===== config.mk =====
export PLATFORM = sky130hd
export DESIGN_NAME = bilinear_gradient_fill
export DESIGN_NICKNAME = d
export VERILOG_FILES = /design/src/rtl/bgf_pkg.sv /design/src/rtl/bgf_divider.sv /design/src/rtl/bgf_datapath.sv /design/src/rtl/bgf_ctrl.sv /design/src/rtl/bilinear_gradient_fill.sv
export SDC_FILE = /design/constraint.sdc
export NUM_CORES = 2
export LEC_CHECK = 0
export BUFFER_PORTS_ARGS = -buffer_cell sky130_fd_sc_hd__buf_2
export CORE_MARGIN = 5
export CORE_UTILIZATION = 50
export DETAILED_ROUTE_END_ITERATION = 7
export GPL_TIMING_DRIVEN = 0
export HOLD_SLACK_MARGIN = 0.06
export PLACE_DENSITY = 0.65
export SLEW_MARGIN = 20
export SYNTH_ARGS = -nofsm -noshare
export SYNTH_HDL_FRONTEND = slang
export SYNTH_SLANG_ARGS = --single-unit

===== constraint.sdc =====
create_clock -name clk -period 16.2 [get_ports clk]
set_input_delay 3.24 -clock clk [delete_from_list [all_inputs] [get_ports clk]]
set_output_delay 3.24 -clock clk [all_outputs]
set_load 0.02 [all_outputs]

===== src/rtl/bgf_pkg.sv =====
package bgf_pkg;

	// Configuration port
	localparam int CFG_DATA_W = 32;
	localparam int CFG_IDX_W  = 3;
	localparam int CFG_DIM_W  = 13;

	// Default for the largest fill side
	localparam int MAX_DIM_DEF = 4096;

	// Color and fixed point
	localparam int CH_W       = 8;
	localparam int N_CH       = 4;
	localparam int CH_SEL_W   = 2;
	localparam int FRAC_W     = 16;
	localparam int ACC_W      = 25;
	localparam int STEP_DVD_W = CH_W + FRAC_W;
	localparam logic [ACC_W-1:0] ROUND_HALF = ACC_W'(32'h8000);

	// Input beat width
	localparam int IN_DATA_W = 8;

	// Register indexes
	typedef enum logic [CFG_IDX_W-1:0] {
		REG_TOP_LEFT     = 3'd0,
		REG_TOP_RIGHT    = 3'd1,
		REG_BOTTOM_LEFT  = 3'd2,
		REG_BOTTOM_RIGHT = 3'd3,
		REG_WIDTH        = 3'd4,
		REG_HEIGHT       = 3'd5,
		REG_FOUR_CH      = 3'd6
	} cfg_reg_t;

	// Which division of the row setup is running
	typedef enum logic [1:0] {
		PH_LEFT  = 2'd0,
		PH_RIGHT = 2'd1,
		PH_STEP  = 2'd2
	} phase_t;

	typedef enum logic [1:0] {
		ST_RUN   = 2'd0,
		ST_START = 2'd1,
		ST_WAIT  = 2'd2,
		ST_EMIT  = 2'd3
	} state_t;

	// Controller to datapath
	typedef struct packed {
		logic                clear_chans;
		logic                div_start;
		logic                store;
		logic                emit;
		phase_t              phase;
		logic [CH_SEL_W-1:0] chan;
	} cmd_t;

	// Datapath to controller
	typedef struct packed {
		logic div_done;
		logic four_ch;
	} status_t;

endpackage


===== src/rtl/bgf_divider.sv =====
module bgf_divider import bgf_pkg::*; #(
	parameter int DVD_W = 24,
	parameter int DVS_W = 13
) (
	input  logic             clk,
	input  logic             arst_n,
	input  logic             start,
	input  logic [DVD_W-1:0] dividend,
	input  logic [DVS_W-1:0] divisor,
	output logic [DVD_W-1:0] quotient,
	output logic             done
);

	localparam int CNT_W = $clog2(DVD_W + 1);

	logic             busy_q;
	logic             done_q;
	logic [CNT_W-1:0] cnt_q;
	logic [DVS_W-1:0] rem_q;
	logic [DVS_W-1:0] dvs_q;
	logic [DVD_W-1:0] quo_q;

	logic [DVS_W:0]   trial;
	logic [DVS_W:0]   diff;
	logic             ge;

	// One restoring step: shift in next dividend bit, subtract if it fits
	always_comb begin
		trial = {rem_q, quo_q[DVD_W-1]};
		diff  = trial - {1'b0, dvs_q};
		ge    = trial >= {1'b0, dvs_q};
	end

	// Control
	always_ff @(posedge clk or negedge arst_n) begin
		if (!arst_n) begin
			busy_q <= 1'b0;
			done_q <= 1'b0;
			cnt_q  <= '0;
		end else begin
			done_q <= 1'b0;
			if (start) begin
				busy_q <= 1'b1;
				cnt_q  <= '0;
			end else if (busy_q) begin
				cnt_q <= cnt_q + CNT_W'(1);
				if (cnt_q == CNT_W'(DVD_W - 1)) begin
					busy_q <= 1'b0;
					done_q <= 1'b1;
				end
			end
		end
	end

	// Shift registers: dividend bits leave the top, quotient bits enter the bottom
	always_ff @(posedge clk) begin
		if (start) begin
			rem_q <= '0;
			dvs_q <= divisor;
			quo_q <= dividend;
		end else if (busy_q) begin
			rem_q <= ge ? diff[DVS_W-1:0] : trial[DVS_W-1:0];
			quo_q <= {quo_q[DVD_W-2:0], ge};
		end
	end

	assign quotient = quo_q;
	assign done     = done_q;

endmodule


===== src/rtl/bgf_datapath.sv =====
module bgf_datapath import bgf_pkg::*; #(
	parameter int MAX_DIM = MAX_DIM_DEF
) (
	input  logic                          clk,
	input  logic                          arst_n,
	// config write
	input  logic                          cfg_we,
	input  logic [CFG_IDX_W-1:0]          cfg_index,
	input  logic [CFG_DATA_W-1:0]         cfg_data,
	// control
	input  cmd_t                          cmd,
	input  logic [$clog2(MAX_DIM)-1:0]    setup_row,
	output status_t                       status,
	output logic [$clog2(MAX_DIM+1)-1:0]  dim_w,
	output logic [$clog2(MAX_DIM+1)-1:0]  dim_h,
	// pixel
	output logic [N_CH*CH_W-1:0]          pixel
);

	localparam int DIM_W = $clog2(MAX_DIM + 1);
	localparam int DVS_W = $clog2(MAX_DIM + 2);
	localparam int NUM_W = DVS_W + CH_W;
	localparam int DVD_W = (NUM_W > STEP_DVD_W) ? NUM_W : STEP_DVD_W;
	localparam int CMP_W = (CFG_DIM_W > DIM_W) ? CFG_DIM_W : DIM_W;

	// Configuration registers
	logic [CFG_DATA_W-1:0] tl_q, tr_q, bl_q, br_q;
	logic [CFG_DIM_W-1:0]  width_q, height_q;
	logic                  four_ch_q;

	always_ff @(posedge clk or negedge arst_n) begin
		if (!arst_n) begin
			tl_q      <= '0;
			tr_q      <= '0;
			bl_q      <= '0;
			br_q      <= '0;
			width_q   <= CFG_DIM_W'(1);
			height_q  <= CFG_DIM_W'(1);
			four_ch_q <= 1'b0;
		end else if (cfg_we) begin
			case (cfg_reg_t'(cfg_index))
				REG_TOP_LEFT:     tl_q      <= cfg_data;
				REG_TOP_RIGHT:    tr_q      <= cfg_data;
				REG_BOTTOM_LEFT:  bl_q      <= cfg_data;
				REG_BOTTOM_RIGHT: br_q      <= cfg_data;
				REG_WIDTH:        width_q   <= cfg_data[CFG_DIM_W-1:0];
				REG_HEIGHT:       height_q  <= cfg_data[CFG_DIM_W-1:0];
				REG_FOUR_CH:      four_ch_q <= cfg_data[0];
				default: ;
			endcase
		end
	end

	// Sizes clamped to 1..MAX_DIM
	always_comb begin
		if (width_q == '0)
			dim_w = DIM_W'(1);
		else if (CMP_W'(width_q) > CMP_W'(MAX_DIM))
			dim_w = DIM_W'(MAX_DIM);
		else
			dim_w = DIM_W'(width_q);
		if (height_q == '0)
			dim_h = DIM_W'(1);
		else if (CMP_W'(height_q) > CMP_W'(MAX_DIM))
			dim_h = DIM_W'(MAX_DIM);
		else
			dim_h = DIM_W'(height_q);
	end

	// Row setup operands
	logic [CH_W-1:0]     tl_b, tr_b, bl_b, br_b;
	logic [DIM_W-1:0]    top_wt, bot_wt;
	logic [NUM_W-1:0]    num_left, num_right;
	logic [CH_W-1:0]     left_q, right_q;
	logic [CH_W:0]       diff;
	logic                diff_neg;
	logic [CH_W-1:0]     diff_mag;
	logic [DVD_W-1:0]    dividend;
	logic [DVS_W-1:0]    divisor;
	logic [DVD_W-1:0]    quotient;
	logic                div_done;
	logic [ACC_W-1:0]    step_mag, step_val, acc_seed;

	always_comb begin
		tl_b      = tl_q[{cmd.chan, 3'b000} +: CH_W];
		tr_b      = tr_q[{cmd.chan, 3'b000} +: CH_W];
		bl_b      = bl_q[{cmd.chan, 3'b000} +: CH_W];
		br_b      = br_q[{cmd.chan, 3'b000} +: CH_W];
		top_wt    = dim_h - DIM_W'(setup_row);
		bot_wt    = DIM_W'(setup_row) + DIM_W'(1);
		num_left  = NUM_W'(top_wt) * NUM_W'(tl_b) + NUM_W'(bot_wt) * NUM_W'(bl_b);
		num_right = NUM_W'(top_wt) * NUM_W'(tr_b) + NUM_W'(bot_wt) * NUM_W'(br_b);
		diff      = {1'b0, right_q} - {1'b0, left_q};
		diff_neg  = diff[CH_W];
		diff_mag  = diff_neg ? CH_W'(-diff) : diff[CH_W-1:0];
		case (cmd.phase)
			PH_LEFT: begin
				dividend = DVD_W'(num_left);
				divisor  = DVS_W'(dim_h) + DVS_W'(1);
			end
			PH_RIGHT: begin
				dividend = DVD_W'(num_right);
				divisor  = DVS_W'(dim_h) + DVS_W'(1);
			end
			PH_STEP: begin
				dividend = DVD_W'({diff_mag, {FRAC_W{1'b0}}});
				divisor  = DVS_W'(dim_w) + DVS_W'(1);
			end
			default: begin
				dividend = '0;
				divisor  = DVS_W'(1);
			end
		endcase
		// signed 9.16 step, truncated toward zero
		step_mag = ACC_W'(quotient[STEP_DVD_W-1:0]);
		step_val = diff_neg ? -step_mag : step_mag;
		acc_seed = ACC_W'({left_q, {FRAC_W{1'b0}}}) + step_val + ROUND_HALF;
	end

	bgf_divider #(
		.DVD_W (DVD_W),
		.DVS_W (DVS_W)
	) u_div (
		.clk      (clk),
		.arst_n   (arst_n),
		.start    (cmd.div_start),
		.dividend (dividend),
		.divisor  (divisor),
		.quotient (quotient),
		.done     (div_done)
	);

	// Edge colors, steps, accumulators and pixel register
	logic [ACC_W-1:0]      acc_q  [N_CH];
	logic [ACC_W-1:0]      step_q [N_CH];
	logic [N_CH*CH_W-1:0]  pixel_q;

	always_ff @(posedge clk) begin
		if (cmd.store && cmd.phase == PH_LEFT)
			left_q <= quotient[CH_W-1:0];
		if (cmd.store && cmd.phase == PH_RIGHT)
			right_q <= quotient[CH_W-1:0];
		for (int k = 0; k < N_CH; k++) begin
			if (cmd.clear_chans) begin
				acc_q[k]  <= '0;
				step_q[k] <= '0;
			end else if (cmd.store && cmd.phase == PH_STEP && cmd.chan == CH_SEL_W'(k)) begin
				acc_q[k]  <= acc_seed;
				step_q[k] <= step_val;
			end else if (cmd.emit) begin
				acc_q[k] <= acc_q[k] + step_q[k];
			end
		end
		if (cmd.emit) begin
			for (int k = 0; k < N_CH - 1; k++)
				pixel_q[k*CH_W +: CH_W] <= acc_q[k][FRAC_W +: CH_W];
			pixel_q[(N_CH-1)*CH_W +: CH_W] <=
				four_ch_q ? acc_q[N_CH-1][FRAC_W +: CH_W] : '0;
		end
	end

	assign pixel           = pixel_q;
	assign status.div_done = div_done;
	assign status.four_ch  = four_ch_q;

endmodule


===== src/rtl/bgf_ctrl.sv =====
module bgf_ctrl import bgf_pkg::*; #(
	parameter int MAX_DIM = MAX_DIM_DEF
) (
	input  logic                          clk,
	input  logic                          arst_n,
	// input beats
	input  logic                          in_valid,
	output logic                          in_ready,
	input  logic                          in_restart,
	// output beats
	output logic                          out_valid,
	input  logic                          out_ready,
	output logic                          out_row_end,
	output logic                          out_fill_end,
	// datapath
	output cmd_t                          cmd,
	output logic [$clog2(MAX_DIM)-1:0]    setup_row,
	input  status_t                       status,
	input  logic [$clog2(MAX_DIM+1)-1:0]  dim_w,
	input  logic [$clog2(MAX_DIM+1)-1:0]  dim_h
);

	localparam int IDX_W = $clog2(MAX_DIM);
	localparam int DIM_W = $clog2(MAX_DIM + 1);

	state_t              state_q, state_d;
	phase_t              phase_q;
	logic [CH_SEL_W-1:0] chan_q;
	logic [IDX_W-1:0]    row_q, col_q, setup_row_q;
	logic                out_valid_q, row_end_q, fill_end_q;
	logic                pend_row_end_q, pend_fill_end_q;

	logic [IDX_W-1:0]    eff_row, eff_col;
	logic                need_setup, last_col, last_row, out_free, accept;
	logic [CH_SEL_W-1:0] last_chan;

	// Position of the item on offer
	always_comb begin
		eff_row    = in_restart ? '0 : row_q;
		eff_col    = in_restart ? '0 : col_q;
		need_setup = eff_col == '0;
		last_col   = (DIM_W'(eff_col) + DIM_W'(1)) >= dim_w;
		last_row   = (DIM_W'(eff_row) + DIM_W'(1)) >= dim_h;
		last_chan  = status.four_ch ? CH_SEL_W'(N_CH - 1) : CH_SEL_W'(N_CH - 2);
		out_free   = !out_valid_q || out_ready;
	end

	// Next state and commands
	always_comb begin
		state_d         = state_q;
		in_ready        = 1'b0;
		accept          = 1'b0;
		cmd.clear_chans = 1'b0;
		cmd.div_start   = 1'b0;
		cmd.store       = 1'b0;
		cmd.emit        = 1'b0;
		cmd.phase       = phase_q;
		cmd.chan        = chan_q;
		case (state_q)
			ST_RUN: begin
				in_ready = out_free;
				accept   = in_valid && out_free;
				if (accept) begin
					if (need_setup) begin
						cmd.clear_chans = 1'b1;
						state_d         = ST_START;
					end else begin
						cmd.emit = 1'b1;
					end
				end
			end
			ST_START: begin
				cmd.div_start = 1'b1;
				state_d       = ST_WAIT;
			end
			ST_WAIT: begin
				if (status.div_done) begin
					cmd.store = 1'b1;
					if (phase_q == PH_STEP && chan_q == last_chan)
						state_d = ST_EMIT;
					else
						state_d = ST_START;
				end
			end
			ST_EMIT: begin
				if (out_free) begin
					cmd.emit = 1'b1;
					state_d  = ST_RUN;
				end
			end
			default: state_d = ST_RUN;
		endcase
	end

	// State, counters and setup sequence
	always_ff @(posedge clk or negedge arst_n) begin
		if (!arst_n) begin
			state_q     <= ST_RUN;
			phase_q     <= PH_LEFT;
			chan_q      <= '0;
			row_q       <= '0;
			col_q       <= '0;
			out_valid_q <= 1'b0;
		end else begin
			state_q <= state_d;
			if (accept) begin
				col_q <= last_col ? '0 : eff_col + IDX_W'(1);
				if (last_col)
					row_q <= last_row ? '0 : eff_row + IDX_W'(1);
				else
					row_q <= eff_row;
			end
			if (cmd.clear_chans) begin
				phase_q <= PH_LEFT;
				chan_q  <= '0;
			end else if (cmd.store) begin
				case (phase_q)
					PH_LEFT:  phase_q <= PH_RIGHT;
					PH_RIGHT: phase_q <= PH_STEP;
					default: begin
						phase_q <= PH_LEFT;
						chan_q  <= chan_q + CH_SEL_W'(1);
					end
				endcase
			end
			if (cmd.emit)
				out_valid_q <= 1'b1;
			else if (out_ready)
				out_valid_q <= 1'b0;
		end
	end

	// Row and end flags held for the pending pixel
	always_ff @(posedge clk) begin
		if (accept) begin
			setup_row_q     <= (DIM_W'(eff_row) >= dim_h) ?
				IDX_W'(dim_h - DIM_W'(1)) : eff_row;
			pend_row_end_q  <= last_col;
			pend_fill_end_q <= last_col && last_row;
		end
		if (cmd.emit) begin
			if (state_q == ST_RUN) begin
				row_end_q  <= last_col;
				fill_end_q <= last_col && last_row;
			end else begin
				row_end_q  <= pend_row_end_q;
				fill_end_q <= pend_fill_end_q;
			end
		end
	end

	assign setup_row    = setup_row_q;
	assign out_valid    = out_valid_q;
	assign out_row_end  = row_end_q;
	assign out_fill_end = fill_end_q;

endmodule


===== src/rtl/bilinear_gradient_fill.sv =====
// Bilinear gradient fill: streams one pixel per input beat, row by row.
// Slave beat: s_axis_tdata bit 0 = restart (1 starts a new fill at row 0,
// column 0). Master beat: pixel in m_axis_tdata (red, green, blue, alpha
// from bit 0 up), m_axis_tlast marks the last pixel of a row and
// m_axis_tuser[0] the last pixel of the fill. After the last pixel the next
// beat starts a new fill on its own.
// Registers are written through the cfg channel (always ready); the user
// must write them only while no beat is in flight, as the block does not
// enforce it. Indexes 0..3 are corners, 4 width, 5 height, 6 four-channel.
// Timing: a beat in the middle of a row gives its pixel in the cycle after
// acceptance, and a new beat is taken every cycle while m_axis_tready is
// high. A beat that starts a row runs the row setup on one shared bit-serial
// divider: three divisions per color channel (3 or 4 channels) in turn, then
// the pixel is loaded; no beat is taken while the setup runs.
// Reset clears the position to row 0, column 0, sizes to 1, colors to 0.
// While m_axis_tready is low the pixel is held and s_axis_tready stays low;
// a row setup already running finishes and its pixel waits until the
// register frees.
module bilinear_gradient_fill import bgf_pkg::*; #(
	parameter int MAX_DIM = MAX_DIM_DEF
) (
	input  logic                   clk,
	input  logic                   arst_n,
	// configuration writes
	input  logic                   cfg_valid,
	output logic                   cfg_ready,
	input  logic [CFG_IDX_W-1:0]   cfg_index,
	input  logic [CFG_DATA_W-1:0]  cfg_data,
	// input stream
	input  logic                   s_axis_tvalid,
	output logic                   s_axis_tready,
	input  logic [IN_DATA_W-1:0]   s_axis_tdata,   // [0] restart, rest zero
	// output stream
	output logic                   m_axis_tvalid,
	input  logic                   m_axis_tready,
	output logic [N_CH*CH_W-1:0]   m_axis_tdata,   // red, green, blue, alpha
	output logic                   m_axis_tlast,   // row_end
	output logic [0:0]             m_axis_tuser    // [0] fill_end
);

	localparam int IDX_W = $clog2(MAX_DIM);
	localparam int DIM_W = $clog2(MAX_DIM + 1);

	cmd_t              cmd;
	status_t           status;
	logic [IDX_W-1:0]  setup_row;
	logic [DIM_W-1:0]  dim_w, dim_h;
	logic              fill_end;

	assign cfg_ready = 1'b1;

	bgf_ctrl #(
		.MAX_DIM (MAX_DIM)
	) u_ctrl (
		.clk          (clk),
		.arst_n       (arst_n),
		.in_valid     (s_axis_tvalid),
		.in_ready     (s_axis_tready),
		.in_restart   (s_axis_tdata[0]),
		.out_valid    (m_axis_tvalid),
		.out_ready    (m_axis_tready),
		.out_row_end  (m_axis_tlast),
		.out_fill_end (fill_end),
		.cmd          (cmd),
		.setup_row    (setup_row),
		.status       (status),
		.dim_w        (dim_w),
		.dim_h        (dim_h)
	);

	bgf_datapath #(
		.MAX_DIM (MAX_DIM)
	) u_dp (
		.clk       (clk),
		.arst_n    (arst_n),
		.cfg_we    (cfg_valid),
		.cfg_index (cfg_index),
		.cfg_data  (cfg_data),
		.cmd       (cmd),
		.setup_row (setup_row),
		.status    (status),
		.dim_w     (dim_w),
		.dim_h     (dim_h),
		.pixel     (m_axis_tdata)
	);

	assign m_axis_tuser[0] = fill_end;

endmodule

==> flow_summary.json <==
{
  "rsz0062_at_grt": "no",
  "startpoint_type": "flip-flop",
  "dp_hpwl_um": 94000,
  "die_area_um2": 90700,
  "cts_setup_buffers": 0,
  "die_w_um": 301,
  "synth_flop_cell": "edfxtp_1",
  "fin_setup_tns_ns": 0,
  "clk_path_buf_depth": 3,
  "cts-buffers-inserted": 52,
  "hold_violations": 0,
  "fmax_mhz": 90.6,
  "hold_path_end": "u_dp.pixel[1]$_DFFE_PP_",
  "antenna_found_initial": 2,
  "finalMaxSlewViolations": 0,
  "n_antenna_cell": 0,
  "rows": 106,
  "die_y_um": 301,
  "arrival_ns": 11.40,
  "setup_violations": 0,
  "ff2ff_path_depth": 35,
  "fin_skew_ns": 0.0515,
  "cts_tree": "done",
  "timing.rr.start": "u_dp.height_q[5]$_DFFE_PN0P_",
  "cts-root-buf": "clkbuf_16",
  "critPathCaptureType": "flip-flop",
  "vias_per_cell": 5.75,
  "crit_type": "flip-flop to flip-flop",
  "cts.clk_slew.worst_paths_ns": 0.06,
  "rr_endpoint": "u_dp.u_div.quotient[16]$_DFFE_PP_",
  "clock_sinks": 499,
  "port_buffers": 74,
  "grt_pass1_vias": 32900,
  "hold_path.class": "flip-flop to flip-flop",
  "clkLatencyLatePin_ns": 0.61,
  "cp-startpoint": "u_dp.height_q[5]$_DFFE_PN0P_",
  "h-tree-depth": 2,
  "grt_max_degree": 82,
  "dr.pass1.iters": 5,
  "drtIter0Drc": 2584,
  "synth-edff-count": 293,
  "path_common_cell": "fa_1",
  "overflow": 0,
  "gp_congestion": 0.971,
  "track_usage_pct": 26.9,
  "min_path_cells": 0,
  "crit_path_max_incr_delay_ns": 0.86,
  "start_util_pct": 50.6,
  "grt_first_pass_wirelength_um": 190000,
  "synth_area_um2": 42400,
  "yosysWarningCount": 0,
  "routed_wl_um": 122000,
  "nets": 5093,
  "areaGrowthSynthToFinish_pct": 9.55,
  "synthCells": 4241,
  "required_ns": 16.56,
  "worst_slew_pin_slew_ns": 1.28,
  "syn_avg_cell_area_um2": 10.0,
  "hold_path_startpoint": "u_dp.acc_q[0][17]$_DFFE_PP_",
  "wire_per_inst_um": 21.9,
  "finalCriticalPeriod_ns": 11.04,
  "io_pins": 85,
  "status": "complete, no violations",
  "drc_errors": 0,
  "yosysSeqAreaShare_pct": 32.8,
  "r2r_slack_ns": 5.16,
  "fin_crit_sh_pct": 68.1,
  "async_flop_share_pct": 38.7,
  "synth_fp_nets": 4952,
  "drive_gt1_share_pct": 10.1,
  "cp_slowest_cell": "nor3_1",
  "critPathMaxFanout": 10,
  "slew-limit-headroom_pct": 13.9,
  "synth-seq-cells": 499,
  "postCtsHoldBufs": 0,
  "ctsResizeCount": 0,
  "antenna_left": 0,
  "core-area_um2": 83800,
  "vias": 32000,
  "cap_violations": 0,
  "ys_types": 90
}
## cells in the final DEF, fill, tap and decap left out, drive strengths merged, types with 42 or more instances in the layout
master	n
a21oi	147
buf	100
nor2b	44
nor2	417
fa	340
o21ai	156
o21a	44
mux2	180
nand3	76
nor3	53
mux2i	42
nand2	365
xor2	86
dfrtp	191
ha	323
edfxtp	293
and2	53
clkbuf	202
xnor2	144
o22ai	81
nand2b	47
a21o	65
inv	549
## how the worst max path moves through the flow
stage	to	slack [ns]	cells past startpoint
after floorplan	u_dp.u_div.quotient[16]$_DFFE_PP_	7.19	35
after CTS	u_dp.u_div.quotient[16]$_DFFE_PP_	5.21	35
after global placement	u_dp.u_div.quotient[16]$_DFFE_PP_	5.30	35
after global routing	u_dp.u_div.quotient[16]$_DFFE_PP_	4.48	35
after detailed placement	u_dp.u_div.quotient[16]$_DFFE_PP_	5.24	35
final	u_dp.u_div.quotient[16]$_DFFE_PP_	5.16	35
## layer usage
metal / track usage [%] / vias to the layer above / share of wire, %
met3: 3.77 / 245 / 6.1
met1: 35.0 / 15900 / 41
met2: 45.8 / 1046 / 48
met5: 0 / - / 0
li1: - / 14700 / -
met4: 10.9 / 0 / 4.9
## registers in the layout (all words and copies together) (netlist names), 12 cells and up
signal	count
u_ctrl.col_q	12
u_ctrl.row_q	12
u_ctrl.setup_row	12
u_dp.acc_q	96
u_dp.bl_q	32
u_dp.br_q	32
u_dp.height_q	13
u_dp.pixel	32
u_dp.step_q	96
u_dp.tl_q	32
u_dp.tr_q	32
u_dp.u_div.dvs_q	13
u_dp.u_div.quotient	24
u_dp.u_div.rem_q	13
u_dp.width_q	13
## critical path: cells and delay by family (launching register included)
family | cells | cell delay (ns)
AND/OR/NAND/NOR | 9 | 2.89
buffers and inverters | 7 | 1.18
AO/OA/AOI/OAI | 9 | 2.08
flip-flops | 1 | 0.45
adder cells (fa/ha/maj) | 9 | 3.83
XOR/XNOR | 1 | 0.31
## synth_stat cells (all sizes together) (22+ instances only)
cell type | number | area (um^2)
o22ai | 81 | 507
fa | 340 | 6810
inv | 546 | 2050
or3 | 25 | 156
clkbuf | 128 | 480
o211ai | 22 | 165
ha | 323 | 4040
a21oi | 147 | 739
dfrtp | 191 | 4780
nand2 | 365 | 1370
o21a | 44 | 330
nor2b | 44 | 275
a21o | 65 | 488
nand3 | 76 | 385
and2 | 53 | 332
and3 | 38 | 243
a31oi | 23 | 144
nor2 | 417 | 1570
nand2b | 47 | 297
mux2 | 180 | 2030
xor2 | 86 | 753
a211oi | 31 | 233
edfxtp | 293 | 8800
nor3 | 53 | 265
xnor2 | 144 | 1270
mux2i | 42 | 420
o21ai | 156 | 781
## layout make-up
type | instances | area [um^2]
Fill cell | 7478 | 37400
Clock buffer | 74 | 1480
Timing Repair Buffer | 87 | 557
Sequential cell | 499 | 13900
Multi-Input combinational cell | 3051 | 26200
Inverter | 550 | 2060
Buffer | 141 | 543
Tap cell | 1134 | 1420
Clock inverter | 23 | 272
## logic make-up (layout without fill, tap and decap cells)
kind of cell	Yosys count	count (layout)	synth area share, %
xor+xnor	230	230	4.77
fa+ha+maj	663	663	25.6
other cells	1	1	0.00885
buf+inv	691	875	6.15
simple gates	1203	1203	13.0
compound gates	716	716	11.1
mux	238	238	6.62
flops	499	499	32.8
## stage by stage
step / utilization [%] / std cells / hold slack [ns] / setup WS (ns) / cell area, um^2
after floorplan: - / 4241 / 0.431 / 7.19 / 42400
after global placement: 52.7 / 5449 / 0.441 / 5.30 / 44200
after detailed placement: 53.3 / 5462 / 0.445 / 5.24 / 44700
after CTS: 55.4 / 5559 / 0.460 / 5.21 / 46400
after global routing: 55.4 / 5559 / 0.467 / 4.48 / 46400
final: 55.4 / 5559 / 0.459 / 5.16 / 46400
Power is left out: the tool's default activity adds up to more than one toggle a clock period on the data nets, which glitch-free logic cannot reach.
